### src/sv/cidtm_pkg.sv
// Shared types, constants and helper functions of the CAN ID traffic monitor.
package cidtm_pkg;

    localparam int TBL_DEPTH  = 32;
    localparam int IDX_W      = $clog2(TBL_DEPTH);
    localparam int CNT_W      = $clog2(TBL_DEPTH + 1);
    localparam int EXCL_SLOTS = 4;
    localparam int ID_W       = 29;
    localparam int LEN_W      = 4;
    localparam int PAY_W      = 64;
    localparam int TS_W       = 32;
    localparam int CTR_W      = 32;
    localparam int ECNT_W     = 3;
    localparam int CFG_IDX_W  = 3;
    localparam int CFG_DATA_W = 32;
    localparam int S_TDATA_W  = 136;
    localparam int M_TDATA_W  = 264;
    localparam int M_TUSER_W  = 2;

    localparam logic [CFG_IDX_W-1:0] CFG_SEL_ID   = 3'd0;
    localparam logic [CFG_IDX_W-1:0] CFG_PERIOD   = 3'd1;
    localparam logic [CFG_IDX_W-1:0] CFG_EXCL_CNT = 3'd2;
    localparam logic [CFG_IDX_W-1:0] CFG_EXCL_A   = 3'd3;
    localparam logic [CFG_IDX_W-1:0] CFG_EXCL_B   = 3'd4;
    localparam logic [CFG_IDX_W-1:0] CFG_EXCL_C   = 3'd5;
    localparam logic [CFG_IDX_W-1:0] CFG_EXCL_D   = 3'd6;

    localparam logic [TS_W-1:0] PERIOD_RESET = 32'd1000000;
    localparam logic [LEN_W-1:0] MAX_LEN     = 4'd8;

    localparam logic [M_TUSER_W-1:0] RK_FWD  = 2'd0;
    localparam logic [M_TUSER_W-1:0] RK_SEL  = 2'd1;
    localparam logic [M_TUSER_W-1:0] RK_PER  = 2'd2;
    localparam logic [M_TUSER_W-1:0] RK_FULL = 2'd3;

    localparam logic KIND_FRAME = 1'b0;

    typedef struct packed {
        logic [ID_W-1:0]                  sel_id;
        logic [TS_W-1:0]                  period;
        logic [ECNT_W-1:0]                excl_cnt;
        logic [EXCL_SLOTS-1:0][ID_W-1:0]  excl_ids;
    } t_cfg;

    typedef struct packed {
        logic             kind;
        logic             fwd;
        logic [ID_W-1:0]  id;
        logic [LEN_W-1:0] len;
        logic [PAY_W-1:0] pay;
        logic [TS_W-1:0]  ts;
        logic             act;
    } t_item;

    typedef struct packed {
        logic [ID_W-1:0]  ident;
        logic [LEN_W-1:0] length;
        logic [PAY_W-1:0] bytes;
        logic [TS_W-1:0]  stamp;
        logic [CTR_W-1:0] total;
        logic [CTR_W-1:0] changes;
        logic [CTR_W-1:0] wframes;
        logic [CTR_W-1:0] wchanges;
        logic             changed;
        logic             active;
    } t_entry;

    typedef enum logic [1:0] {
        TOP_NOP,
        TOP_WRITE,
        TOP_CLEAR
    } t_tbl_op;

    typedef struct packed {
        t_tbl_op          op;
        logic [IDX_W-1:0] idx;
        t_entry           ent;
    } t_tbl_cmd;

    typedef struct packed {
        logic [M_TUSER_W-1:0] kind;
        logic [ID_W-1:0]      id;
        logic [LEN_W-1:0]     len;
        logic [PAY_W-1:0]     pay;
        logic [TS_W-1:0]      ts;
        logic [CTR_W-1:0]     total;
        logic [CTR_W-1:0]     changes;
        logic [CTR_W-1:0]     frate;
        logic [CTR_W-1:0]     crate;
        logic                 act;
        logic                 inl;
    } t_row;

    typedef enum logic [3:0] {
        ST_IDLE,
        ST_SCAN,
        ST_DECIDE,
        ST_FWD,
        ST_FULL,
        ST_SEL,
        ST_SORT,
        ST_PEMIT,
        ST_CLEAR
    } t_state;

    function automatic logic f_excluded(input t_cfg cfg, input logic [ID_W-1:0] id);
        logic hit;
        hit = 1'b0;
        for (int i = 0; i < EXCL_SLOTS; i++) begin
            if ((cfg.excl_cnt > ECNT_W'(i)) && (cfg.excl_ids[i] == id)) begin
                hit = 1'b1;
            end
        end
        return hit;
    endfunction

    function automatic logic [CTR_W-1:0] f_sat_inc(input logic [CTR_W-1:0] x);
        return (&x) ? x : x + 1'b1;
    endfunction

    function automatic logic [LEN_W-1:0] f_sat_len(input logic [LEN_W-1:0] len);
        return len[3] ? MAX_LEN : len;
    endfunction

    function automatic logic [PAY_W-1:0] f_byte_mask(input logic [LEN_W-1:0] len);
        logic [5:0] sh;
        sh = {len[2:0], 3'b000};
        return len[3] ? {PAY_W{1'b1}} : ((PAY_W'(1) << sh) - PAY_W'(1));
    endfunction

endpackage

### src/sv/cidtm_back.sv
// Sequencer: table search, entry update, reports, sorted periodic dump and output register.
module cidtm_back (
    input  logic                              i_clk,
    input  logic                              i_rst_n,
    input  cidtm_pkg::t_cfg                   i_cfg,
    input  logic                              i_q_valid,
    input  cidtm_pkg::t_item                  i_q_item,
    output logic                              o_q_pop,
    output logic [cidtm_pkg::IDX_W-1:0]       o_rd_idx,
    input  cidtm_pkg::t_entry                 i_rd_ent,
    input  logic [cidtm_pkg::TBL_DEPTH-1:0]   i_valid,
    output cidtm_pkg::t_tbl_cmd               o_cmd,
    output logic                              o_m_tvalid,
    input  logic                              i_m_tready,
    output cidtm_pkg::t_row                   o_m_row,
    output logic                              o_m_tlast
);

    localparam logic [cidtm_pkg::IDX_W-1:0] LAST_IDX = cidtm_pkg::IDX_W'(cidtm_pkg::TBL_DEPTH - 1);

    cidtm_pkg::t_state                r_state;
    cidtm_pkg::t_state                n_state;
    cidtm_pkg::t_item                 r_item;
    logic [cidtm_pkg::IDX_W-1:0]      r_idx;
    logic                             r_found;
    logic [cidtm_pkg::IDX_W-1:0]      r_match;
    logic                             r_free_found;
    logic [cidtm_pkg::IDX_W-1:0]      r_free;
    logic                             r_full;
    logic                             r_sel;
    logic                             r_per;
    logic [cidtm_pkg::CNT_W-1:0]      r_count;
    logic                             r_started;
    logic [cidtm_pkg::TS_W-1:0]       r_last_rep;
    logic [cidtm_pkg::TS_W-1:0]       r_sel_win;
    logic [cidtm_pkg::CTR_W-1:0]      r_sel_prev_tot;
    logic [cidtm_pkg::CTR_W-1:0]      r_sel_prev_chg;
    logic [cidtm_pkg::CTR_W-1:0]      r_sel_rate;
    logic [cidtm_pkg::CTR_W-1:0]      r_sel_crate;
    logic [cidtm_pkg::TBL_DEPTH-1:0]  r_done;
    logic [cidtm_pkg::CNT_W-1:0]      r_emitted;
    logic                             r_best_found;
    logic [cidtm_pkg::IDX_W-1:0]      r_best;
    logic [cidtm_pkg::CTR_W-1:0]      r_best_fr;
    logic [cidtm_pkg::ID_W-1:0]       r_best_id;
    logic                             r_out_valid;
    cidtm_pkg::t_row                  r_out_row;
    logic                             r_out_last;

    logic                             w_out_free;
    logic                             w_emit;
    cidtm_pkg::t_row                  w_row;
    logic                             w_last;
    logic                             d_full;
    logic                             d_sel;
    logic                             d_per;
    logic                             d_ins;
    logic [cidtm_pkg::CNT_W-1:0]      d_cnt;
    logic                             w_sel_hit;
    logic [cidtm_pkg::CTR_W-1:0]      w_sel_rate;
    logic [cidtm_pkg::CTR_W-1:0]      w_sel_crate;
    logic                             w_better;
    logic                             w_pdone;
    logic [cidtm_pkg::LEN_W-1:0]      w_len;
    logic [cidtm_pkg::PAY_W-1:0]      w_mask;
    logic                             w_diff;
    cidtm_pkg::t_entry                w_upd;
    cidtm_pkg::t_entry                w_new;

    function automatic cidtm_pkg::t_state f_after(input logic per,
                                                  input logic [cidtm_pkg::CNT_W-1:0] cnt);
        cidtm_pkg::t_state s;
        s = cidtm_pkg::ST_IDLE;
        if (per) begin
            s = (cnt != '0) ? cidtm_pkg::ST_SORT : cidtm_pkg::ST_CLEAR;
        end
        return s;
    endfunction

    assign w_out_free = !r_out_valid || i_m_tready;
    assign o_m_tvalid = r_out_valid;
    assign o_m_row    = r_out_row;
    assign o_m_tlast  = r_out_last;

    always_comb begin
        unique case (r_state)
            cidtm_pkg::ST_DECIDE, cidtm_pkg::ST_SEL: o_rd_idx = r_match;
            cidtm_pkg::ST_PEMIT:                     o_rd_idx = r_best;
            default:                                 o_rd_idx = r_idx;
        endcase
    end

    // Decisions made once the search has finished.
    always_comb begin
        d_ins  = !r_found && r_free_found;
        d_full = !r_found && !r_free_found;
        d_sel  = r_found && (r_item.id == i_cfg.sel_id);
        d_per  = (r_item.ts - r_last_rep) > i_cfg.period;
        d_cnt  = r_count + cidtm_pkg::CNT_W'(d_ins);
    end

    always_comb begin
        w_len  = cidtm_pkg::f_sat_len(r_item.len);
        w_mask = cidtm_pkg::f_byte_mask(w_len);
        w_diff = |((i_rd_ent.bytes ^ r_item.pay) & w_mask);

        w_upd         = i_rd_ent;
        w_upd.total   = cidtm_pkg::f_sat_inc(i_rd_ent.total);
        w_upd.wframes = cidtm_pkg::f_sat_inc(i_rd_ent.wframes);
        w_upd.stamp   = r_item.ts;
        w_upd.length  = w_len;
        w_upd.bytes   = r_item.pay & w_mask;
        w_upd.changed = w_diff;
        if (w_diff) begin
            w_upd.changes  = cidtm_pkg::f_sat_inc(i_rd_ent.changes);
            w_upd.wchanges = cidtm_pkg::f_sat_inc(i_rd_ent.wchanges);
        end

        w_new.ident    = r_item.id;
        w_new.length   = w_len;
        w_new.bytes    = r_item.pay & w_mask;
        w_new.stamp    = r_item.ts;
        w_new.total    = cidtm_pkg::CTR_W'(1);
        w_new.changes  = cidtm_pkg::CTR_W'(1);
        w_new.wframes  = cidtm_pkg::CTR_W'(1);
        w_new.wchanges = cidtm_pkg::CTR_W'(1);
        w_new.changed  = 1'b1;
        w_new.active   = 1'b1;
    end

    always_comb begin
        w_sel_hit   = (r_item.ts - r_sel_win) > i_cfg.period;
        w_sel_rate  = w_sel_hit ? i_rd_ent.total - r_sel_prev_tot : r_sel_rate;
        w_sel_crate = w_sel_hit ? i_rd_ent.changes - r_sel_prev_chg : r_sel_crate;
    end

    always_comb begin
        w_better = i_valid[r_idx] && !r_done[r_idx]
                   && (!r_best_found || (i_rd_ent.wframes > r_best_fr)
                       || ((i_rd_ent.wframes == r_best_fr) && (i_rd_ent.ident < r_best_id)));
        w_pdone  = (cidtm_pkg::CNT_W'(r_emitted + 1'b1) == r_count);
    end

    always_comb begin
        n_state = r_state;
        unique case (r_state)
            cidtm_pkg::ST_IDLE: begin
                if (i_q_valid) begin
                    n_state = cidtm_pkg::ST_SCAN;
                end
            end
            cidtm_pkg::ST_SCAN: begin
                if (r_idx == LAST_IDX) begin
                    n_state = cidtm_pkg::ST_DECIDE;
                end
            end
            cidtm_pkg::ST_DECIDE: begin
                if (r_item.kind != cidtm_pkg::KIND_FRAME) begin
                    n_state = cidtm_pkg::ST_IDLE;
                end else if (r_item.fwd) begin
                    n_state = cidtm_pkg::ST_FWD;
                end else if (d_full) begin
                    n_state = cidtm_pkg::ST_FULL;
                end else if (d_sel) begin
                    n_state = cidtm_pkg::ST_SEL;
                end else begin
                    n_state = f_after(d_per, d_cnt);
                end
            end
            cidtm_pkg::ST_FWD: begin
                if (w_out_free) begin
                    if (r_full) begin
                        n_state = cidtm_pkg::ST_FULL;
                    end else if (r_sel) begin
                        n_state = cidtm_pkg::ST_SEL;
                    end else begin
                        n_state = f_after(r_per, r_count);
                    end
                end
            end
            cidtm_pkg::ST_FULL, cidtm_pkg::ST_SEL: begin
                if (w_out_free) begin
                    n_state = f_after(r_per, r_count);
                end
            end
            cidtm_pkg::ST_SORT: begin
                if (r_idx == LAST_IDX) begin
                    n_state = cidtm_pkg::ST_PEMIT;
                end
            end
            cidtm_pkg::ST_PEMIT: begin
                if (w_out_free) begin
                    n_state = w_pdone ? cidtm_pkg::ST_CLEAR : cidtm_pkg::ST_SORT;
                end
            end
            cidtm_pkg::ST_CLEAR: begin
                n_state = cidtm_pkg::ST_IDLE;
            end
            default: begin
                n_state = cidtm_pkg::ST_IDLE;
            end
        endcase
    end

    always_comb begin
        o_q_pop   = 1'b0;
        w_emit    = 1'b0;
        w_row     = '0;
        w_last    = 1'b0;
        o_cmd.op  = cidtm_pkg::TOP_NOP;
        o_cmd.idx = r_match;
        o_cmd.ent = w_upd;
        unique case (r_state)
            cidtm_pkg::ST_IDLE: begin
                o_q_pop = i_q_valid;
            end
            cidtm_pkg::ST_DECIDE: begin
                if (r_item.kind != cidtm_pkg::KIND_FRAME) begin
                    o_cmd.ent        = i_rd_ent;
                    o_cmd.ent.active = r_item.act;
                    if (r_found) begin
                        o_cmd.op = cidtm_pkg::TOP_WRITE;
                    end
                end else if (r_found) begin
                    o_cmd.op = cidtm_pkg::TOP_WRITE;
                end else if (r_free_found) begin
                    o_cmd.op  = cidtm_pkg::TOP_WRITE;
                    o_cmd.idx = r_free;
                    o_cmd.ent = w_new;
                end
            end
            cidtm_pkg::ST_FWD: begin
                w_emit     = w_out_free;
                w_row.kind = cidtm_pkg::RK_FWD;
                w_row.id   = r_item.id;
                w_row.len  = r_item.len;
                w_row.pay  = r_item.pay;
                w_row.ts   = r_item.ts;
                w_last     = !(r_full || r_sel || (r_per && (r_count != '0)));
            end
            cidtm_pkg::ST_FULL: begin
                w_emit     = w_out_free;
                w_row.kind = cidtm_pkg::RK_FULL;
                w_row.id   = r_item.id;
                w_row.ts   = r_item.ts;
                w_last     = !(r_per && (r_count != '0));
            end
            cidtm_pkg::ST_SEL: begin
                w_emit        = w_out_free;
                w_row.kind    = cidtm_pkg::RK_SEL;
                w_row.id      = i_rd_ent.ident;
                w_row.len     = i_rd_ent.length;
                w_row.pay     = i_rd_ent.bytes;
                w_row.ts      = i_rd_ent.stamp;
                w_row.total   = i_rd_ent.total;
                w_row.changes = i_rd_ent.changes;
                w_row.frate   = w_sel_rate;
                w_row.crate   = w_sel_crate;
                w_row.act     = i_rd_ent.active;
                w_last        = !r_per;
            end
            cidtm_pkg::ST_PEMIT: begin
                w_emit        = w_out_free;
                w_row.kind    = cidtm_pkg::RK_PER;
                w_row.id      = i_rd_ent.ident;
                w_row.len     = i_rd_ent.length;
                w_row.pay     = i_rd_ent.bytes;
                w_row.ts      = i_rd_ent.stamp;
                w_row.total   = i_rd_ent.total;
                w_row.changes = i_rd_ent.changes;
                w_row.frate   = i_rd_ent.wframes;
                w_row.crate   = i_rd_ent.wchanges;
                w_row.act     = i_rd_ent.active;
                w_row.inl     = i_rd_ent.changed
                                && !((i_cfg.excl_cnt != '0)
                                     && cidtm_pkg::f_excluded(i_cfg, i_rd_ent.ident));
                w_last        = w_pdone;
            end
            cidtm_pkg::ST_CLEAR: begin
                o_cmd.op = cidtm_pkg::TOP_CLEAR;
            end
            default: begin
            end
        endcase
    end

    always_ff @(posedge i_clk) begin
        if (!i_rst_n) begin
            r_state        <= cidtm_pkg::ST_IDLE;
            r_count        <= '0;
            r_started      <= 1'b0;
            r_last_rep     <= '0;
            r_sel_win      <= '0;
            r_sel_prev_tot <= '0;
            r_sel_prev_chg <= '0;
            r_sel_rate     <= '0;
            r_sel_crate    <= '0;
            r_out_valid    <= 1'b0;
            r_found        <= 1'b0;
            r_free_found   <= 1'b0;
            r_best_found   <= 1'b0;
            r_idx          <= '0;
            r_emitted      <= '0;
            r_done         <= '0;
        end else begin
            r_state <= n_state;

            if (w_emit) begin
                r_out_valid <= 1'b1;
            end else if (i_m_tready) begin
                r_out_valid <= 1'b0;
            end

            unique case (r_state)
                cidtm_pkg::ST_IDLE: begin
                    if (i_q_valid) begin
                        r_idx        <= '0;
                        r_found      <= 1'b0;
                        r_free_found <= 1'b0;
                        if ((i_q_item.kind == cidtm_pkg::KIND_FRAME) && !r_started) begin
                            r_started  <= 1'b1;
                            r_last_rep <= i_q_item.ts;
                            r_sel_win  <= i_q_item.ts;
                        end
                    end
                end
                cidtm_pkg::ST_SCAN: begin
                    r_idx <= (r_idx == LAST_IDX) ? '0 : r_idx + 1'b1;
                    if (i_valid[r_idx] && (i_rd_ent.ident == r_item.id) && !r_found) begin
                        r_found <= 1'b1;
                    end
                    if (!i_valid[r_idx] && !r_free_found) begin
                        r_free_found <= 1'b1;
                    end
                end
                cidtm_pkg::ST_DECIDE: begin
                    if (r_item.kind == cidtm_pkg::KIND_FRAME) begin
                        r_count <= d_cnt;
                    end
                end
                cidtm_pkg::ST_SEL: begin
                    if (w_out_free && w_sel_hit) begin
                        r_sel_rate     <= w_sel_rate;
                        r_sel_crate    <= w_sel_crate;
                        r_sel_win      <= r_item.ts;
                        r_sel_prev_tot <= i_rd_ent.total;
                        r_sel_prev_chg <= i_rd_ent.changes;
                    end
                end
                cidtm_pkg::ST_SORT: begin
                    r_idx <= (r_idx == LAST_IDX) ? '0 : r_idx + 1'b1;
                    if (w_better) begin
                        r_best_found <= 1'b1;
                    end
                end
                cidtm_pkg::ST_PEMIT: begin
                    if (w_out_free) begin
                        r_done[r_best] <= 1'b1;
                        r_emitted      <= r_emitted + 1'b1;
                    end
                end
                cidtm_pkg::ST_CLEAR: begin
                    r_last_rep <= r_item.ts;
                end
                default: begin
                end
            endcase

            if ((n_state == cidtm_pkg::ST_SORT) && (r_state != cidtm_pkg::ST_SORT)) begin
                r_idx        <= '0;
                r_best_found <= 1'b0;
                if (r_state != cidtm_pkg::ST_PEMIT) begin
                    r_done    <= '0;
                    r_emitted <= '0;
                end
            end
        end
    end

    always_ff @(posedge i_clk) begin
        if (w_emit) begin
            r_out_row  <= w_row;
            r_out_last <= w_last;
        end
        if ((r_state == cidtm_pkg::ST_IDLE) && i_q_valid) begin
            r_item <= i_q_item;
        end
        if (r_state == cidtm_pkg::ST_SCAN) begin
            if (i_valid[r_idx] && (i_rd_ent.ident == r_item.id) && !r_found) begin
                r_match <= r_idx;
            end
            if (!i_valid[r_idx] && !r_free_found) begin
                r_free <= r_idx;
            end
        end
        if (r_state == cidtm_pkg::ST_DECIDE) begin
            r_full <= d_full;
            r_sel  <= d_sel;
            r_per  <= d_per;
        end
        if ((r_state == cidtm_pkg::ST_SORT) && w_better) begin
            r_best    <= r_idx;
            r_best_fr <= i_rd_ent.wframes;
            r_best_id <= i_rd_ent.ident;
        end
    end

endmodule

### config.mk
export PLATFORM = sky130hd
export DESIGN_NAME = cidtm_back
export DESIGN_NICKNAME = d
export VERILOG_FILES = /design/src/sv/cidtm_pkg.sv /design/src/sv/cidtm_back.sv
export SDC_FILE = /design/constraint.sdc
export NUM_CORES = 2
export LEC_CHECK = 0
export BUFFER_PORTS_ARGS = -buffer_cell sky130_fd_sc_hd__buf_4
export CAP_MARGIN = 0
export CORE_AREA = 8 8 436 438
export DETAILED_ROUTE_END_ITERATION = 8
export DIE_AREA = 0 0 444 446
export SYNTH_ARGS = -nofsm -noshare
export SYNTH_HDL_FRONTEND = slang
export SYNTH_SLANG_ARGS = --single-unit
### constraint.sdc
create_clock -name i_clk -period 13.89 [get_ports i_clk]
set_input_delay 2.0835 -clock i_clk [delete_from_list [all_inputs] [get_ports i_clk]]
set_output_delay 2.0835 -clock i_clk [all_outputs]
set_load 0.01 [all_outputs]
# Yosys cells after proc, flatten, opt, wreduce, memory -nomap -nowiden

Index checks and enable logic that the tools add are counted.

Bits in registers: 723
Output and inout bits: 535
Logic and storage cells: 248

Add/subtract/negate cells: 12
Magnitude comparators: 11
Eq/ne operators: 25
Shifts and indexed selects: 1
Muxes and demuxes: 79
Bitwise operators: 7
Reductions and logical operators: 70

Operators by type and width:

| cell                                                                  | count |
|---|---|
| 264-bit 2-to-1 mux                                                    | 2 |
| 32-bit 2-to-1 mux                                                     | 15 |
| 265-bit 2-to-1 mux                                                    | 1 |
| 259-bit 2-to-1 mux                                                    | 1 |
| 129-bit one-hot mux with 2 select lines                               | 1 |
| 32-bit one-hot mux with 2 select lines                                | 3 |
| 29-bit equality test                                                  | 6 |
| 68-bit one-hot mux with 2 select lines                                | 1 |
| 32-bit by 1-bit adder with 32-bit output (second input constant)      | 4 |
| 64-bit bitwise AND                                                    | 2 |
| 32-bit AND reduction                                                  | 4 |
| 32-bit subtractor                                                     | 4 |
| 31-bit one-hot mux with 4 select lines                                | 1 |
| 32-bit greater-than comparator                                        | 3 |
| 4-bit 2-to-1 mux                                                      | 18 |
| 64-bit 2-to-1 mux                                                     | 1 |
| 64-bit OR reduction                                                   | 1 |
| 1-bit by 6-bit << shifter with 64-bit output (first input constant)   | 1 |
| 64-bit by 1-bit subtractor with 64-bit output (second input constant) | 1 |
| 64-bit bitwise XOR                                                    | 1 |
| 32-bit equality test                                                  | 1 |
| 32-bit OR                                                             | 1 |
| 29-bit < comparator                                                   | 1 |
| 4-bit one-hot mux with 7 select lines                                 | 1 |
| 37 further kinds                                                      | 130 |

# Logic depth before layout (Yosys ltp)

Depth after elaboration: 14
Gate-level depth with buffers: 29
Depth with buffers taken out: 27

# Worst setup path before layout

No wires, ideal clock.

Kind: in2reg
Start point: in i_m_tready
End point: reg r_out_row (netlist bit o_m_row[0]), enable pin
Library setup time: 0.889 ns
Arrival: 13.196 ns
Data required time: 13.001 ns
Setup slack: -0.195 ns
Stages: 3
Path through: nor2b_1 > clkbuf_1 > nor2_1

Word-level cells in the longest chain between the ends: 2

Ends and longest elaborated chain:

| item                 | RTL line          | RTL |
|---|---|---|
| start, declared      | cidtm_back.sv:14  | `input logic i_m_tready,` |
| 1-bit logical OR     | cidtm_back.sv:80  | `assign w_out_free = !r_out_valid \|\| i_m_tready;` |
| 1-bit 2-to-1 mux     | cidtm_back.sv:213 | `unique case (r_state)` |
| named net w_emit     | cidtm_back.sv:51  | `logic w_emit;` |
| end signal, assigned | cidtm_back.sv:382 | `r_out_row <= w_row;` |
| end, declared        | cidtm_back.sv:47  | `cidtm_pkg::t_row r_out_row;` |

The timed path passes the listed nets, and every way through them passes these cells.
A chain may end at the register's enable or synchronous reset.

==> flow_summary.ini <==
[place]
gp_congestion = 0.953
place_area_um2 = 56300
io_buffers = 1141
dp_hpwl_um = 184000
dp_slack_ps = 5530

[setup_path]
crit_path_frequent_cell = buf_4
start_kind = input pin
crit_family = compound AO/OA/AOI/OAI gates
cpPeakStageDelay_ps = 800
crit_fanout = 10
cp_slowest_cell = a21oi_1
crit_path_end_kind = output port
crit_buf_inv = 4
crit_path_cell_trace = buf_4 -> xnor2_1 -> buf_4 -> nand4_1 -> o21ai_0 -> o21ai_0 -> nor4_4 -> buf_4 -> a41oi_4 -> nand4_4 -> a21oi_1 -> a21oi_1 -> buf_4
crit_required_ps = 11810
crit_type = in -> out
arrival_ps = 5850

[timing]
fin_crit_sh_pct = 57.1
slew_headroom_pct = 14.3
hold_viol = 0
finalWorstSetupSlack_ps = 5960
finalClockSkew_ps = 44.1
period_needed_ps = 7930
max_freq_mhz = 126
setup_viol = 0
tightest_slew_ps = 1290
rsz0062_at_grt = false
holdWs_ps = 452
drv_slew = 0
tns_ps = 0

[global_routing]
grt_start_max_net_pins = 134
antenna_found_initial = 23
grt_pass1_vias = 42270
overflow = 0
grt_usage_pct = 22.4
grt_pass1_wl_um = 324000

[synthesis]
synth_nets = 5883
synthArstFlopShare_pct = 0
synth_area_um2 = 45300
ys_top_cells_by_area = edfxtp_1 31%, dfxtp_1 11%, ha_1 7.1%
yosysMostFrequentCell = nand2_1
synth_top_cell_by_area = edfxtp_1
yosysTopAreaCellShare_pct = 31.4
synth-edff-count = 473
yosys_warnings = 0
ys_ff_latch = 723
syn-instance-count = 5015
synth_top_flop_cell = edfxtp_1
ys_types = 85
seq_area_frac_synth_pct = 42.4
synth_area_per_cell_um2 = 9.03
synth_common_cells = 800 x nand2_1, 473 x edfxtp_1, 358 x a21oi_1

[clocking]
post_cts_buffers = 0
clock_sinks = 723
clk_latency_ps = 730
clk_path_buf_depth = 3
clk_pin_slew_worst_paths_ps = 60
cts-root-buf = clkbuf_16
post_cts_resize_count = 0
cts-hold-fix-buffers = 0
cts_tree = yes
h-tree-depth = 3
cts-buffers-inserted = 92

[drt]
num_vias = 43537
drt_iter0_markers = 3567
vias_per_cell = 5.12
dr.pass1.iters = 6
routedWlPerCell_um = 27.7
routed_wirelength_um = 236000
drtAntennaViolNets = 0
drc_errors = 0

[finish]
nets = 6883
area_growth_pct = 31.6
drive_gt1_share_pct = 23.2
final_area_um2 = 59600

[power]
pwr_density_cell_nw_per_um2 = 104
p_leak_nw = 23.6
ir_worst_vdd_v = 0.0000848

[die]
dieHeight_um = 446
core_area_um2 = 184000
die_w_um = 444
fp.dieArea_um2 = 198000
io-pin-count = 1142
num_rows = 158
start_util_pct = 24.6

[flow_run]
cap_violations = 0

[run_status]
status = complete, no violations

[worst_hold_path]
min_path_type = reg -> reg
-- worst register-to-register path, stage by stage (launching register included) --
cell       delay, ps
edfxtp_1         380
inv_1            120
ha_1             230
inv_1             70
fa_1             200
a21o_1           160
nand4_1          160
a31oi_1          350
nand4_1          210
nand3_1          280
a211oi_1         140
a2111oi_0        620
o31ai_1          230
o2bb2ai_1        220
o21ai_0          260
xor2_1           110
ha_1             310
nand4_1          110
o21ai_0          280
nor2_1            70
a41oi_1          160
o31a_2           190
buf_12           300
nand3_4          890
nand2_2          250
buf_4            560
nor2_1           190
a311oi_1         280
-- cell families (layout without fill, tap and decap cells) --
kind of cell | Yosys count | count (layout) | synth area share (%)
multiplexers | 104 | 104 | 2.85
adder cells (fa/ha/maj) | 261 | 261 | 7.28
AO/OA/AOI/OAI | 1226 | 1226 | 17.4
XOR/XNOR | 390 | 390 | 7.55
buffers and inverters | 563 | 1641 | 4.78
other | 0 | 13 | 0
AND/OR/NAND/NOR | 1748 | 1748 | 17.7
flip-flops | 723 | 723 | 42.4
-- worst paths after layout --
check / from / end / slack (ps) / cells past startpoint
worst min register to register: r_sel_rate[13]$_SDFFE_PN0P_ / r_sel_rate[13]$_SDFFE_PN0P_ / 450 / 2
worst max-delay path: i_rd_ent[224] / o_cmd[5] / 5960 / 13
worst max register to register: r_item[1]$_DFFE_PP_ / r_sel_win[19]$_SDFFE_PN0P_ / 6470 / 27
worst min-delay path: r_sel_rate[13]$_SDFFE_PN0P_ / r_sel_rate[13]$_SDFFE_PN0P_ / 450 / 2
-- power by group --
part	switching (mW)	internal [mW]
logic	0.709	0.515
registers	0.0532	2.32
clock network	1.05	1.53
total	1.81	4.37
-- final cells by class --
type                    instances  area (µm²)
well taps                    2400        3000
multi-input cells            3729       24100
clock inverters                44         536
diodes                         13        32.5
inverters                     279        1050
repair buffers               1190        8970
clock buffers                 128        2700
fillers                     19083      124000
flip-flops and latches        723       19200
-- per-stage QoR --
step,power (mW),cells,util (%)
after floorplan,3.07,5015,-
after global placement,3.63,8321,30.7
after detailed placement,3.64,8321,30.7
after CTS,6.25,8493,32.4
after global routing,6.43,8498,32.4
final,6.19,8506,32.4
-- cells in the final DEF (no fill, tap or decap), types with 208 or more instances in the layout --
| master | instances |
|---|---|
| buf_4 | 1187 |
| nand2_1 | 795 |
| edfxtp_1 | 473 |
| a21oi_1 | 358 |
| nor2_1 | 328 |
| o21ai_0 | 279 |
| inv_1 | 276 |
| ha_1 | 257 |
| dfxtp_1 | 248 |
| xnor2_1 | 208 |
-- routing by layer --
metal	track usage, %	vias up	wire [µm]	share of wire, %
li1	-	19998	-	-
met1	25.1	21193	87800	37
met2	39.3	1959	115000	49
met3	4.80	379	16400	6.9
met4	12.7	8	16300	6.9
met5	0	-	57	0.024
-- registers in the layout, summed over array words and instances, names as in the netlist, 4 cells and up --
name	flops
r_done	32
o_m_row	261
r_best_fr	32
r_sel_rate	32
r_best_id	29
r_sel_crate	32
r_count	6
r_idx	5
r_last_rep	32
r_emitted	6
r_sel_prev_tot	32
r_item	132
r_sel_win	32
r_best	5
r_match	5
r_state	4
r_sel_prev_chg	32
r_free	5
Note: power is estimated with default switching activity, not from simulation.
