`src/sv/cidtm_pkg.sv`:
```
// Shared types, constants and helper functions of the CAN ID traffic monitor.
package cidtm_pkg;

    localparam int TBL_DEPTH  = 32;
    localparam int IDX_W      = $clog2(TBL_DEPTH);
    localparam int CNT_W      = $clog2(TBL_DEPTH + 1);
    localparam int EXCL_SLOTS = 4;
    localparam int ID_W       = 29;
    localparam int LEN_W      = 4;
    localparam int PAY_W      = 64;
    localparam int TS_W       = 32;
    localparam int CTR_W      = 32;
    localparam int ECNT_W     = 3;
    localparam int CFG_IDX_W  = 3;
    localparam int CFG_DATA_W = 32;
    localparam int S_TDATA_W  = 136;
    localparam int M_TDATA_W  = 264;
    localparam int M_TUSER_W  = 2;

    localparam logic [CFG_IDX_W-1:0] CFG_SEL_ID   = 3'd0;
    localparam logic [CFG_IDX_W-1:0] CFG_PERIOD   = 3'd1;
    localparam logic [CFG_IDX_W-1:0] CFG_EXCL_CNT = 3'd2;
    localparam logic [CFG_IDX_W-1:0] CFG_EXCL_A   = 3'd3;
    localparam logic [CFG_IDX_W-1:0] CFG_EXCL_B   = 3'd4;
    localparam logic [CFG_IDX_W-1:0] CFG_EXCL_C   = 3'd5;
    localparam logic [CFG_IDX_W-1:0] CFG_EXCL_D   = 3'd6;

    localparam logic [TS_W-1:0] PERIOD_RESET = 32'd1000000;
    localparam logic [LEN_W-1:0] MAX_LEN     = 4'd8;

    localparam logic [M_TUSER_W-1:0] RK_FWD  = 2'd0;
    localparam logic [M_TUSER_W-1:0] RK_SEL  = 2'd1;
    localparam logic [M_TUSER_W-1:0] RK_PER  = 2'd2;
    localparam logic [M_TUSER_W-1:0] RK_FULL = 2'd3;

    localparam logic KIND_FRAME = 1'b0;

    typedef struct packed {
        logic [ID_W-1:0]                  sel_id;
        logic [TS_W-1:0]                  period;
        logic [ECNT_W-1:0]                excl_cnt;
        logic [EXCL_SLOTS-1:0][ID_W-1:0]  excl_ids;
    } t_cfg;

    typedef struct packed {
        logic             kind;
        logic             fwd;
        logic [ID_W-1:0]  id;
        logic [LEN_W-1:0] len;
        logic [PAY_W-1:0] pay;
        logic [TS_W-1:0]  ts;
        logic             act;
    } t_item;

    typedef struct packed {
        logic [ID_W-1:0]  ident;
        logic [LEN_W-1:0] length;
        logic [PAY_W-1:0] bytes;
        logic [TS_W-1:0]  stamp;
        logic [CTR_W-1:0] total;
        logic [CTR_W-1:0] changes;
        logic [CTR_W-1:0] wframes;
        logic [CTR_W-1:0] wchanges;
        logic             changed;
        logic             active;
    } t_entry;

    typedef enum logic [1:0] {
        TOP_NOP,
        TOP_WRITE,
        TOP_CLEAR
    } t_tbl_op;

    typedef struct packed {
        t_tbl_op          op;
        logic [IDX_W-1:0] idx;
        t_entry           ent;
    } t_tbl_cmd;

    typedef struct packed {
        logic [M_TUSER_W-1:0] kind;
        logic [ID_W-1:0]      id;
        logic [LEN_W-1:0]     len;
        logic [PAY_W-1:0]     pay;
        logic [TS_W-1:0]      ts;
        logic [CTR_W-1:0]     total;
        logic [CTR_W-1:0]     changes;
        logic [CTR_W-1:0]     frate;
        logic [CTR_W-1:0]     crate;
        logic                 act;
        logic                 inl;
    } t_row;

    typedef enum logic [3:0] {
        ST_IDLE,
        ST_SCAN,
        ST_DECIDE,
        ST_FWD,
        ST_FULL,
        ST_SEL,
        ST_SORT,
        ST_PEMIT,
        ST_CLEAR
    } t_state;

    function automatic logic f_excluded(input t_cfg cfg, input logic [ID_W-1:0] id);
        logic hit;
        hit = 1'b0;
        for (int i = 0; i < EXCL_SLOTS; i++) begin
            if ((cfg.excl_cnt > ECNT_W'(i)) && (cfg.excl_ids[i] == id)) begin
                hit = 1'b1;
            end
        end
        return hit;
    endfunction

    function automatic logic [CTR_W-1:0] f_sat_inc(input logic [CTR_W-1:0] x);
        return (&x) ? x : x + 1'b1;
    endfunction

    function automatic logic [LEN_W-1:0] f_sat_len(input logic [LEN_W-1:0] len);
        return len[3] ? MAX_LEN : len;
    endfunction

    function automatic logic [PAY_W-1:0] f_byte_mask(input logic [LEN_W-1:0] len);
        logic [5:0] sh;
        sh = {len[2:0], 3'b000};
        return len[3] ? {PAY_W{1'b1}} : ((PAY_W'(1) << sh) - PAY_W'(1));
    endfunction

endpackage

```
`src/sv/cidtm_front.sv`:
```
// Input side: accepts requests, marks frames for forwarding and queues them.
module cidtm_front (
    input  logic                              i_clk,
    input  logic                              i_rst_n,
    input  cidtm_pkg::t_cfg                   i_cfg,
    input  logic                              i_s_tvalid,
    output logic                              o_s_tready,
    input  logic [cidtm_pkg::S_TDATA_W-1:0]   i_s_tdata,
    input  logic                              i_s_tuser,
    output logic                              o_q_valid,
    output cidtm_pkg::t_item                  o_q_item,
    input  logic                              i_q_pop
);

    cidtm_pkg::t_item r_mem [2];
    logic             r_wp;
    logic             r_rp;
    logic [1:0]       r_cnt;
    logic [1:0]       n_cnt;
    cidtm_pkg::t_item w_item;
    logic             w_push;

    always_comb begin
        w_item.kind = i_s_tuser;
        w_item.id   = i_s_tdata[28:0];
        w_item.len  = i_s_tdata[32:29];
        w_item.pay  = i_s_tdata[96:33];
        w_item.ts   = i_s_tdata[128:97];
        w_item.act  = i_s_tdata[129];
        w_item.fwd  = (i_s_tuser == cidtm_pkg::KIND_FRAME) && (i_cfg.excl_cnt != '0)
                      && !cidtm_pkg::f_excluded(i_cfg, i_s_tdata[28:0]);
    end

    assign o_s_tready = (r_cnt != 2'd2);
    assign w_push     = i_s_tvalid && o_s_tready;
    assign o_q_valid  = (r_cnt != 2'd0);
    assign o_q_item   = r_mem[r_rp];

    always_comb begin
        n_cnt = r_cnt + {1'b0, w_push} - {1'b0, i_q_pop};
    end

    always_ff @(posedge i_clk) begin
        if (!i_rst_n) begin
            r_wp  <= 1'b0;
            r_rp  <= 1'b0;
            r_cnt <= 2'd0;
        end else begin
            r_cnt <= n_cnt;
            if (w_push) begin
                r_wp <= ~r_wp;
            end
            if (i_q_pop) begin
                r_rp <= ~r_rp;
            end
        end
    end

    always_ff @(posedge i_clk) begin
        if (w_push) begin
            r_mem[r_wp] <= w_item;
        end
    end

endmodule

```
`config.mk`:
```
export PLATFORM = sky130hd
export DESIGN_NAME = cidtm_front
export DESIGN_NICKNAME = d
export VERILOG_FILES = /design/src/sv/cidtm_pkg.sv /design/src/sv/cidtm_front.sv
export SDC_FILE = /design/constraint.sdc
export NUM_CORES = 1
export LEC_CHECK = 0
export CAP_MARGIN = 20
export CORE_AREA = 4 4 172 174
export DETAILED_ROUTE_END_ITERATION = 8
export DIE_AREA = 0 0 176 178
export DONT_BUFFER_PORTS = 1
export PLACE_DENSITY_LB_ADDON = 0.25
export SLEW_MARGIN = 20
export SYNTH_ARGS = -nofsm -noshare
export SYNTH_HDL_FRONTEND = slang
export SYNTH_SLANG_ARGS = --single-unit
```
`constraint.sdc`:
```
create_clock -name i_clk -period 17.9 [get_ports i_clk]
set_input_delay 0.895 -clock i_clk [delete_from_list [all_inputs] [get_ports i_clk]]
set_output_delay 0.895 -clock i_clk [all_outputs]
set_load 0.005 [all_outputs]
```
Word-level counts from Yosys, hierarchy flattened
Memory sizes are Yosys's and may differ from the RTL's. A register that Yosys moved wholly into a read port is not among the register bits.
Index checks and enable logic that the tools add are counted.
{"block": "op_classes", "n_reduce_logical": 10, "bitwise_logic": 3, "order_cmp": 4, "n_addsub": 2, "mux": 8, "n_eq_ne": 5}
{"operator": "29-bit == test", "n": 4}
{"operator": "1-bit two-way mux", "n": 8}
{"operator": "1-bit logical AND", "n": 7}
{"operator": "3-bit by 1-bit > comparator with 1-bit output (second input constant)", "n": 2}
{"operator": "3-bit by 2-bit > comparator with 1-bit output (second input constant)", "n": 2}
{"operator": "1-bit inverter", "n": 3}
{"operator": "3-bit nonzero test", "n": 1}
{"operator": "2-bit by 1-bit adder with 2-bit output", "n": 1}
{"operator": "2-bit inequality test (second input constant)", "n": 1}
{"operator": "2-bit nonzero test", "n": 1}
{"operator": "2-bit by 1-bit subtractor with 2-bit output", "n": 1}
{"operator": "1-bit zero test", "n": 1}
{"block": "totals", "reg_bits": 4, "output_inout_bits": 134, "input_bits": 321, "n_memories": 1, "wordCells": 36, "ram_bits": 264}
{"name": "r_mem", "words": 2, "word_bits": 132, "rd": 1, "rd_clocked_by_memory_dff": 1, "wr": 1, "line_no": "cidtm_front.sv:15", "text": "cidtm_pkg::t_item r_mem [2];"}

Longest topological paths before layout
Gate-level depths: netlist (run 1).
{"block": "depth", "ltp_word": 8, "depth_mapped": 8, "mapped_depth_nobuf": 8}

Least setup slack after synthesis (run 1)
No wires, ideal clock.
{"block": "synth_path", "path_type": "input port to flip-flop", "startpoint": "in i_s_tvalid", "endpoint": "mem r_mem[0][0] (netlist name) (enable)", "setup_slack_ns": 10.793, "arrival_time_ns": 6.481, "cell_stages": 2, "n_path_buf": 0, "required_time_ns": 17.274, "setup_ns": 0.626, "path_cell_list": "nand2_1 -> nor2_1"}
{"block": "synth_via", "elab_chain_len": 3}
{"item": "from (decl)", "line_no": "cidtm_front.sv:6", "text": "input logic i_s_tvalid,"}
{"item": "1-bit logical AND", "line_no": "cidtm_front.sv:35", "text": "assign w_push = i_s_tvalid && o_s_tready;"}
{"item": "1-bit two-way mux", "line_no": "cidtm_front.sv:60", "text": "if (w_push) begin"}
{"item": "1-bit two-way mux (not written as such)", "line_no": "cidtm_front.sv:61", "text": "r_mem[r_wp] <= w_item;"}
{"item": "to (decl)", "line_no": "cidtm_front.sv:15"}
No other way between the ends.

==> summary.txt, run 1 <==
Status
  • Status: complete, no violations

Floorplan
  • # rows: 61
  • Io pins: 455
  • Initial cell density of the core: 0.3961
  • Die area: 0.03133 sq mm
  • Die width: 176 um
  • Core Footprint: 0.02778 sq mm
  • DIE HEIGHT: 178 um

Routing
  • Routed vias: 5,333
  • Post-route ant nets: 0
  • DR pass1 iterations: 4
  • DRC Markers: 0
  • Total wire length: 27.19 mm
  • Avg Vias per Cell: 5.270
  • Drt wl/cell: 26.87 um
  • Starting DRT DRC Count: 268

STA
  • Final Slew Violations: 0
  • Total negative setup slack: 0 ps
  • Final hold violation count: 0
  • Transition time of the tightest slew-check pin: 1072 ps
  • Unrepaired setup endpoints after global routing: no
  • Slew HR: 0.2856
  • Fmax: 266.5 MHz
  • Clock Skew: 27.96 ps
  • Setup violators final: 0
  • Post-route minimum period: 3752 ps
  • Fin crit share: 0.2096

Clock network
  • Worst skew pair latency: 540 ps
  • CTS Root Cell: clkbuf_16
  • # hold bufs at CTS: 0
  • Clock transition at path regs: 60 ps
  • Postcts setup bufs: 0
  • CTS H-tree lvls: 1
  • Post-cts resize count: 0
  • Clk sink count: 269
  • TritonCTS clock tree: built
  • Clock buffer depth: 3
  • CTS Buf Count: 28

Global route
  • Largest net degree at the start of global routing: 78
  • Initial antenna violation count: 0
  • First-pass GRT wire length: 37.83 mm
  • Total grt overflow: 0
  • Number of global-route vias before repair: 5,790
  • Total track usage: 0.1640

Logic synthesis
  • Syn Inst Count: 594
  • Simple-Gate Fraction of Synth Area: 0.02752
  • Post-Synth XOR/XNOR Area: 0.09471
  • Mux share of post-synthesis cell area: 0.1351
  • Synth cell types: 24
  • Main combinational cell family by area after synthesis: multiplexers
  • Seq/Total Area, Yosys: 0.7295
  • Async SR Flop Fraction: 0
  • Synth warnings: 0
  • Post-synth EDFFs: 264
  • Main synth FF type: edfxtp_1
  • Adder-Cell Fraction of Synth Area: 0.002274
  • Average instance area after synthesis: 18.53 sq um
  • Post-Syn Nets: 917
  • Cell Area, Synth: 0.01100 sq mm
  • Flops & latches, synth: 269
  • Compound-Gate Fraction of Synth Area: 0.003866

Worst setup path
  • Crit-path slowest cell: dfxtp_4
  • Worst Path Required: 17,010 ps
  • Critical path buffers and inverters: 1
  • CP Capture Type: output pin
  • WP data arrival: 2860 ps
  • Startpoint types: flop
  • Crit Path Max Fanout: 71
  • CP top delay family: flip-flops
  • CP max stage delay: 890 ps
  • Crit path kind: reg -> out
  • CP Cell Sequence: buf_4, mux2_2

Final layout
  • Storage cell area: 0.008031 sq mm
  • Layout cells sized above 1: 0.2934
  • Area Growth Syn to Fin: 13.14%
  • Diodes inserted: 0
  • Total Nets Final: 936
  • Area occupied by multi-input gates: 0.002912 sq mm
  • Fillcell total: 2,393
  • Final Util: 0.4482

Placed design
  • GPL Wtd Cong: 0.8734
  • Post-DP HPWL: 20.36 mm
  • IO buf count: 0

Pwr
  • Peak supply drop: 0.00008663 V
  • LEAKAGE: 4.061 nW
  • PD cells: 129.0 mW/mm^2

Min path
  • Hold Crit Class: in -> reg

Run
  • Max-cap viol count: 0
where the power goes:
group	leakage [nW]	internal, mW	switching (mW)
Clock	0.496	0.388	0.224
Sequential	2.50	0.791	0.0226
Combinational	1.06	0.0708	0.110
cells in the final DEF (no fill, tap or decap):
cell,n
edfxtp_1,264
o21a_1,1
o22ai_1,1
or2_2,1
buf_4,4
nor2_4,1
dfxtp_1,4
clkbuf_16,28
dfxtp_4,1
o41ai_2,1
bufinv_16,7
and3_4,1
nand2b_1,1
inv_1,1
clkinv_2,8
clkinv_1,3
xnor2_1,20
xor2_1,99
o211ai_1,1
clkbuf_1,3
nand2_1,1
nor4_1,25
nor2_1,3
clkinv_8,1
nor3_1,2
nand3_1,1
inv_8,1
ha_1,2
and2_1,5
mux2_2,132
nand4_1,10
a21oi_1,1
routing by layer:
layer	vias to the layer above	wire (um)	global-route usage
met5	-	0	0
met4	0	1127	0.06725
met3	57	3244	0.07270
met2	336	14280	0.3062
met1	2619	8535	0.1566
li1	2321	-	-
registers in the layout (all words and copies together), names as in the netlist, named ones only:
register  count
r_mem       264
r_wp          1
r_cnt         2
r_rp          1
cell usage after synthesis (2+ instances only):
library cell / count / area share
and2_1: 5 / 0.0028
buf_2: 14 / 0.0064
dfxtp_1: 5 / 0.0091
edfxtp_1: 264 / 0.72
ha_1: 2 / 0.0023
mux2_2: 132 / 0.14
nand4_1: 10 / 0.0057
nor2_1: 4 / 0.0014
nor3_1: 2 / 0.00091
nor4_1: 25 / 0.014
xnor2_1: 20 / 0.016
xor2_1: 99 / 0.079
worst paths after layout:
path                                           from                      to  slack, ps  cells after the start
worst max-delay path                           flop            o_q_item[16]      14150                      2
worst min-delay path                 i_s_tdata[123]  r_mem[1][27]$_DFFE_PP_        450                      0
worst max register to register  r_cnt[0]$_SDFF_PN0_  r_mem[1][12]$_DFFE_PP_      15200                      3
worst min register to register    r_rp$_SDFFE_PN0P_                    flop        610                      2
cell type report:
class / count / share of cell area
Clock inverter: 20 / 0.02321
Tap cell: 378 / 0.03799
Inverter: 1 / 0.0003015
Multi-Input combinational cell: 309 / 0.2338
Clock buffer: 31 / 0.05718
Sequential cell: 269 / 0.6451
Timing Repair Buffer: 4 / 0.002412
cell families (layout without fill, tap and decap cells):
kind of cell / after synthesis / count (layout)
flops: 269 / 269
mux: 132 / 132
xor+xnor: 119 / 119
simple gates: 51 / 51
buf+inv: 16 / 56
compound gates: 5 / 5
fa+ha+maj: 2 / 2
stage by stage:
| step | std cells | cell area, sq um | setup slack [ps] | power, mW | hold slack, ps |
|---|---|---|---|---|---|
| after global routing | 1012 | 12450 | 13960 | 1.677 | 412.8 |
| after global placement | 961 | 11450 | 14720 | 1.005 | 566.6 |
| after detailed placement | 961 | 11450 | 14650 | 1.013 | 594.4 |
| after floorplan | 594 | 11000 | 10790 | 0.9688 | 541.5 |
| final | 1012 | 12450 | 14150 | 1.607 | 450.5 |
| after CTS | 1012 | 12450 | 14050 | 1.633 | 418.1 |
Note: power is estimated with default switching activity, not from simulation.
==> run 2, diff against run 1 <==
--- a/config.mk
+++ b/config.mk
@@ -5,10 +5,11 @@
 export SDC_FILE = /design/constraint.sdc
 export NUM_CORES = 1
 export LEC_CHECK = 0
+export ABC_AREA = 1
 export CAP_MARGIN = 20
-export CORE_AREA = 4 4 172 174
+export CORE_AREA = 4 4 173 175
 export DETAILED_ROUTE_END_ITERATION = 8
-export DIE_AREA = 0 0 176 178
+export DIE_AREA = 0 0 177 179
 export DONT_BUFFER_PORTS = 1
 export PLACE_DENSITY_LB_ADDON = 0.25
 export SLEW_MARGIN = 20
==> constraint.sdc (replaced) <==
create_clock -name i_clk -period 3.8 [get_ports i_clk]
set_input_delay 0.19 -clock i_clk [delete_from_list [all_inputs] [get_ports i_clk]]
set_output_delay 0.19 -clock i_clk [all_outputs]
set_load 0.005 [all_outputs]
==> run 2 against run 1 <==
  * Sequential cell count stayed put
  * Critical path type unchanged
  * Synthesized area is 7.2% higher
  * Largest cell class unchanged
  * Wire length is 16% higher
  * Critical path depth stayed put
  * Highest routed layer unchanged
  * Clock power grew to 4.2 times the previous value
==> summary.txt, run 2 <==
Logic synthesis
  • Mux share of post-synthesis cell area: 0.1260
  • Most common cell in the netlist: edfxtp_1
  • Average instance area after synthesis: 12.91 sq um
  • Adder-Cell Fraction of Synth Area: 0.002121
  • Synth top area share: 0.6719
  • Cell taking the most area after synthesis: edfxtp_1
  • Async SR Flop Fraction: 0
  • Synth warnings: 0
  • Post-synth EDFFs: 264
  • Simple-Gate Fraction of Synth Area: 0.1041
  • Post-Syn Nets: 1,237
  • Post-Synth XOR/XNOR Area: 0.02524
  • Synth top area cells: edfxtp_1, mux2_1, nand2_1
  • Main synth FF type: edfxtp_1
  • Cell Area, Synth: 0.01180 sq mm
  • Main combinational cell family by area after synthesis: multiplexers
  • Flops & latches, synth: 269
  • Seq/Total Area, Yosys: 0.6804
  • Commonest cells post-synth: edfxtp_1, nand2_1, inv_1, mux2_1, nor2_1
  • Synth cell types: 24
  • Compound-Gate Fraction of Synth Area: 0.009968
  • Syn Inst Count: 914

Final layout
  • Area Growth Syn to Fin: 22.51%
  • Most common library cell in the layout ignoring fill and taps: edfxtp_1
  • Largest Register: r_mem
  • Diodes inserted: 0
  • Post-Layout Inst Area: 0.01446 sq mm
  • Most frequent cells in the layout: edfxtp_1, nand2_1, dlygate4sd3_1, inv_1, mux2_1
  • Top flop regs: r_mem x264, r_cnt x2
  • Final non-filler cell total: 1,469
  • Total Nets Final: 1,390
  • Layout cells sized above 1: 0.1143
  • Final Util: 0.5077
  • Max reg flops: 264

Placed design
  • Placed instance count: 1,287
  • GPL Wtd Cong: 0.9621
  • Post-place setup slack: 1634 ps
  • Placed Area: 0.01224 sq mm
  • Post-DP HPWL: 22.68 mm
  • IO buf count: 0

Worst setup path
  • CP Capture Type: output pin
  • WP data arrival: 2320 ps
  • Crit Path Max Fanout: 53
  • Startpoint types: flop
  • CP Cell Sequence: buf_4, mux2_2
  • Crit-path slowest cell: dfxtp_4
  • Worst Path Required: 3610 ps
  • CP max stage delay: 840 ps
  • Crit path kind: reg -> out

Pwr
  • PD cells: 492.6 mW/mm^2
  • LEAKAGE: 5.488 nW
  • Final Power: 7.121 mW
  • Peak supply drop: 0.0003003 V

Status
  • Status: complete, no violations

STA
  • Setup violators final: 0
  • Unrepaired setup endpoints after global routing: no
  • Setup ws final: 1290 ps
  • Fmax: 398.3 MHz
  • Slew HR: 0.4650
  • Final hold violation count: 0
  • Final Slew Violations: 0
  • Post-route minimum period: 2510 ps
  • Clock Skew: 13.11 ps
  • Fin crit share: 0.6606
  • Total negative setup slack: 0 ps
  • Hold_ws: 62.21 ps
  • Transition time of the tightest slew-check pin: 800.6 ps

Min path
  • Hold Crit Class: in -> reg

Clock network
  • CTS H-tree lvls: 1
  • Clk sink count: 269
  • CTS Buf Count: 28
  • Clock transition at path regs: 60 ps
  • TritonCTS clock tree: built
  • CTS Root Cell: clkbuf_16
  • Worst skew pair latency: 520 ps
  • Post-cts resize count: 0
  • Clock buffer depth: 3

Global route
  • Initial antenna violation count: 0
  • Largest net degree at the start of global routing: 133
  • First-pass GRT wire length: 44.35 mm
  • Total grt overflow: 0
  • Total track usage: 0.1877
  • Number of global-route vias before repair: 7,350

Routing
  • Starting DRT DRC Count: 429
  • Avg Vias per Cell: 4.854
  • DR pass1 iterations: 4
  • Post-route ant nets: 0
  • Routed vias: 7,131
  • Drt wl/cell: 21.52 um
  • DRC Markers: 0
  • Total wire length: 31.62 mm

Floorplan
  • Die width: 177 um
  • Core Footprint: 0.02847 sq mm
  • Initial cell density of the core: 0.4144
  • # rows: 62
  • Die area: 0.03168 sq mm
  • Io pins: 455
  • DIE HEIGHT: 179 um

Run
  • Max-cap viol count: 0
[run 2: cell count changes in the layout (fill, tap and decap cells not counted), sizes merged, moves of 8 or more]
cell	before	now
nand2	1	234
dlygate4sd3	0	134
inv	2	125
xor2	99	6
nor2	4	55
nor4	25	0
o21ai	0	16
xnor2	20	28
[run 2: area by class of cell]
class	count	area, sq um
clock buffers	35	748.2
repair buffers	139	1429
flip-flops and latches	269	8031
clock inverters	13	122.6
inverters	126	473.0
fillers	2498	14010
multi-input cells	503	3171
well taps	384	480.5
[run 2: kinds of logic after synthesis]
logic type,count (synthesis)
compound gates,23
xor+xnor,34
fa+ha+maj,2
buf+inv,142
flops,269
mux,132
simple gates,312
[run 2: worst max-delay path: cells and delay by family, from the launching register on]
kind                   cells  cell delay, ps
DFF                        1             840
muxes                      1             450
buffers and inverters      1             470
[run 2: metal layers]
| layer | global-route usage | part of all wire | vias up |
|---|---|---|---|
| li1 | - | - | 3406 |
| met4 | 0.06319 | 0.031 | 0 |
| met1 | 0.1951 | 0.34 | 3345 |
| met5 | 0 | 0 | - |
| met3 | 0.08688 | 0.12 | 43 |
| met2 | 0.3357 | 0.50 | 337 |
[run 2: path summary, 6_finish.rpt]
check                      start                       to  slack [ps]  cells after the start
max reg2reg  r_cnt[0]$_SDFF_PN0_  r_mem[1][114]$_DFFE_PP_        1660                      5
min reg2reg  r_cnt[1]$_SDFF_PN0_      r_cnt[1]$_SDFF_PN0_         490                      2
max                         flop            o_q_item[118]        1290                      2
min                      i_q_pop      r_cnt[1]$_SDFF_PN0_          60                      3
[run 2: repair_timing]
| action | in CTS | in global routing |
|---|---|---|
| setup buffers | 0 | 0 |
| hold buffers | 134 | 0 |
| hold endpoints to repair | 269 | 0 |
[run 2: report_power, final]
part           internal (mW)  total [mW]  switching [mW]
Combinational          0.365       0.876           0.511
Clock                   1.53        2.58            1.05
Sequential              3.59        3.67          0.0756
Total                   5.48        7.12            1.64
==> run 3, diff against run 2 <==
==> constraint.sdc (replaced) <==
create_clock -name i_clk -period 2.4 [get_ports i_clk]
set_input_delay 0.12 -clock i_clk [delete_from_list [all_inputs] [get_ports i_clk]]
set_output_delay 0.12 -clock i_clk [all_outputs]
set_load 0.005 [all_outputs]
==> run 3 against run 2 <==
  * Clock skew is 5.2 ps higher
  * Sequential share of layout area is 0.29 points lower
  * Register-to-register slack lost 790 ps
  * Final cell count rose by 0.54%
  * Global-route usage is 0.71 points higher
  * Sequential cell count unchanged
  * Clock power increased by 53%
  * Design area is 0.55% higher
  * Largest power group unchanged
  * Highest routed layer unchanged
==> summary.txt, run 3 (synthesized netlist as in run 2, its figures left out) <==
Status
  • Status: complete, no violations

Clock network
  • Clk sink count: 269
  • CTS Buf Count: 28
  • Worst skew pair latency: 540 ps
  • CTS H-tree lvls: 1
  • TritonCTS clock tree: built
  • Clock buffer depth: 3
  • Clock transition at path regs: 60 ps
  • Postcts setup bufs: 0
  • CTS Root Cell: clkbuf_16

Final layout
  • Diodes inserted: 0
  • Total Nets Final: 1,397
  • Final non-filler cell total: 1,477
  • Final Util: 0.5105
  • Most frequent cells in the layout: edfxtp_1, nand2_1, dlygate4sd3_1, inv_1, mux2_1
  • Area Growth Syn to Fin: 23.18%
  • Top flop regs: r_mem x264, r_cnt x2
  • Max reg flops: 264
  • Most common library cell in the layout ignoring fill and taps: edfxtp_1
  • Largest Register: r_mem
  • Layout cells sized above 1: 0.1253

Placed design
  • Post-DP HPWL: 23.50 mm
  • IO buf count: 0
  • Post-place setup slack: 856.2 ps
  • GPL Wtd Cong: 0.9389
  • Placed instance count: 1,293

Global route
  • Global-route met2 utilization: 0.3632
  • Total grt overflow: 0
  • Largest net degree at the start of global routing: 77
  • First-pass GRT wire length: 45.84 mm
  • Total track usage: 0.1948
  • Layer with the highest usage: met2
  • Met3 Track Usage GR: 0.07381
  • Initial antenna violation count: 0
  • GRT met1 Usage: 0.2048
  • Number of global-route vias before repair: 7,615

Worst setup path
  • Crit path kind: reg -> out
  • CP top delay family: flip-flops
  • Crit-path slowest cell: dfxtp_4
  • CP max stage delay: 650 ps
  • Startpoint types: flop
  • Crit Path Max Fanout: 28
  • R2R Path Start: r_cnt[0]$_SDFF_PN0_
  • WP data arrival: 1920 ps
  • Worst Path Required: 2280 ps
  • Critical path buffers and inverters: 1
  • CP Capture Type: output pin
  • CP Cell Sequence: buf_4, mux2_1

STA
  • Final hold violation count: 0
  • Fin crit share: 0.8511
  • Post-route minimum period: 2043 ps
  • Fmax: 489.6 MHz
  • Slew HR: 0.6466
  • Final Slew Violations: 0
  • Clock Skew: 18.31 ps
  • Total negative setup slack: 0 ps
  • Setup ws final: 357.5 ps
  • Setup violators final: 0
  • Unrepaired setup endpoints after global routing: no
  • Transition time of the tightest slew-check pin: 524.5 ps

Floorplan
  • DIE HEIGHT: 179 um
  • Die width: 177 um
  • Core Footprint: 0.02847 sq mm
  • Io pins: 455
  • # rows: 62
  • Die area: 0.03168 sq mm
  • Initial cell density of the core: 0.4144

Routing
  • Drt wl/cell: 21.84 um
  • DR pass1 iterations: 5
  • Starting DRT DRC Count: 464
  • Total wire length: 32.25 mm
  • Avg Vias per Cell: 4.866
  • DRC Markers: 0
  • Post-route ant nets: 0
  • Routed vias: 7,187

Run
  • Max-cap viol count: 0

Pwr
  • LEAKAGE: 5.528 nW
  • Peak supply drop: 0.0004483 V
  • PD cells: 770.2 mW/mm^2

Min path
  • Min-delay src: i_s_tvalid
  • Hold Crit Class: in -> reg
-- run 3: routing by layer --
metal / wire length, um / vias to the layer above
met4: 827 / 0
met2: 16670 / 311
met3: 3510 / 48
li1: - / 3424
met5: 0 / -
met1: 11240 / 3404
-- run 3: where the power goes --
| group | switching (mW) | internal, mW |
|---|---|---|
| clock | 1.70 | 2.24 |
| combinational | 0.843 | 0.613 |
| sequential | 0.110 | 5.69 |
-- run 3: repair_timing --
action	in CTS	in global routing
resized for setup	0	0
hold endpoints to repair	269	0
hold buffers	135	0
setup endpoints to repair	0	0
-- run 3: final cells by class --
| class | instances | area, sq um |
|---|---|---|
| clock inverter | 17 | 125.1 |
| timing repair buffer | 146 | 1521 |
| multi-input combinational | 503 | 3186 |
| inverter | 126 | 473.0 |
| fill | 2505 | 13940 |
| clock buffer | 32 | 715.7 |
| tap | 384 | 480.5 |
| sequential | 269 | 8033 |
-- run 3: worst paths after layout --
kind / slack [ps] / endpoint / cells past startpoint
setup / recovery: 360 / o_q_item[107] / 2
hold / removal: 60 / r_cnt[1]$_SDFF_PN0_ / 4
setup reg to reg: 870 / r_mem[1][58]$_DFFE_PP_ / 5
hold reg to reg: 510 / flop / 2
-- run 3: through the flow --
step                      power, mW  area [sq um]  hold WS [ps]
final                         11.19         14530         63.09
after global routing          11.69         14530         76.00
after CTS                     11.35         14530         33.32
after detailed placement      7.159         12340         219.0
after global placement        7.146         12340         217.5
after floorplan               6.796         11830         213.4
-- run 3: tightest hold or removal path: stages --
cell	delay (ps)
nand2_4	70
ha_1	160
xnor2_1	130
a21oi_1	70
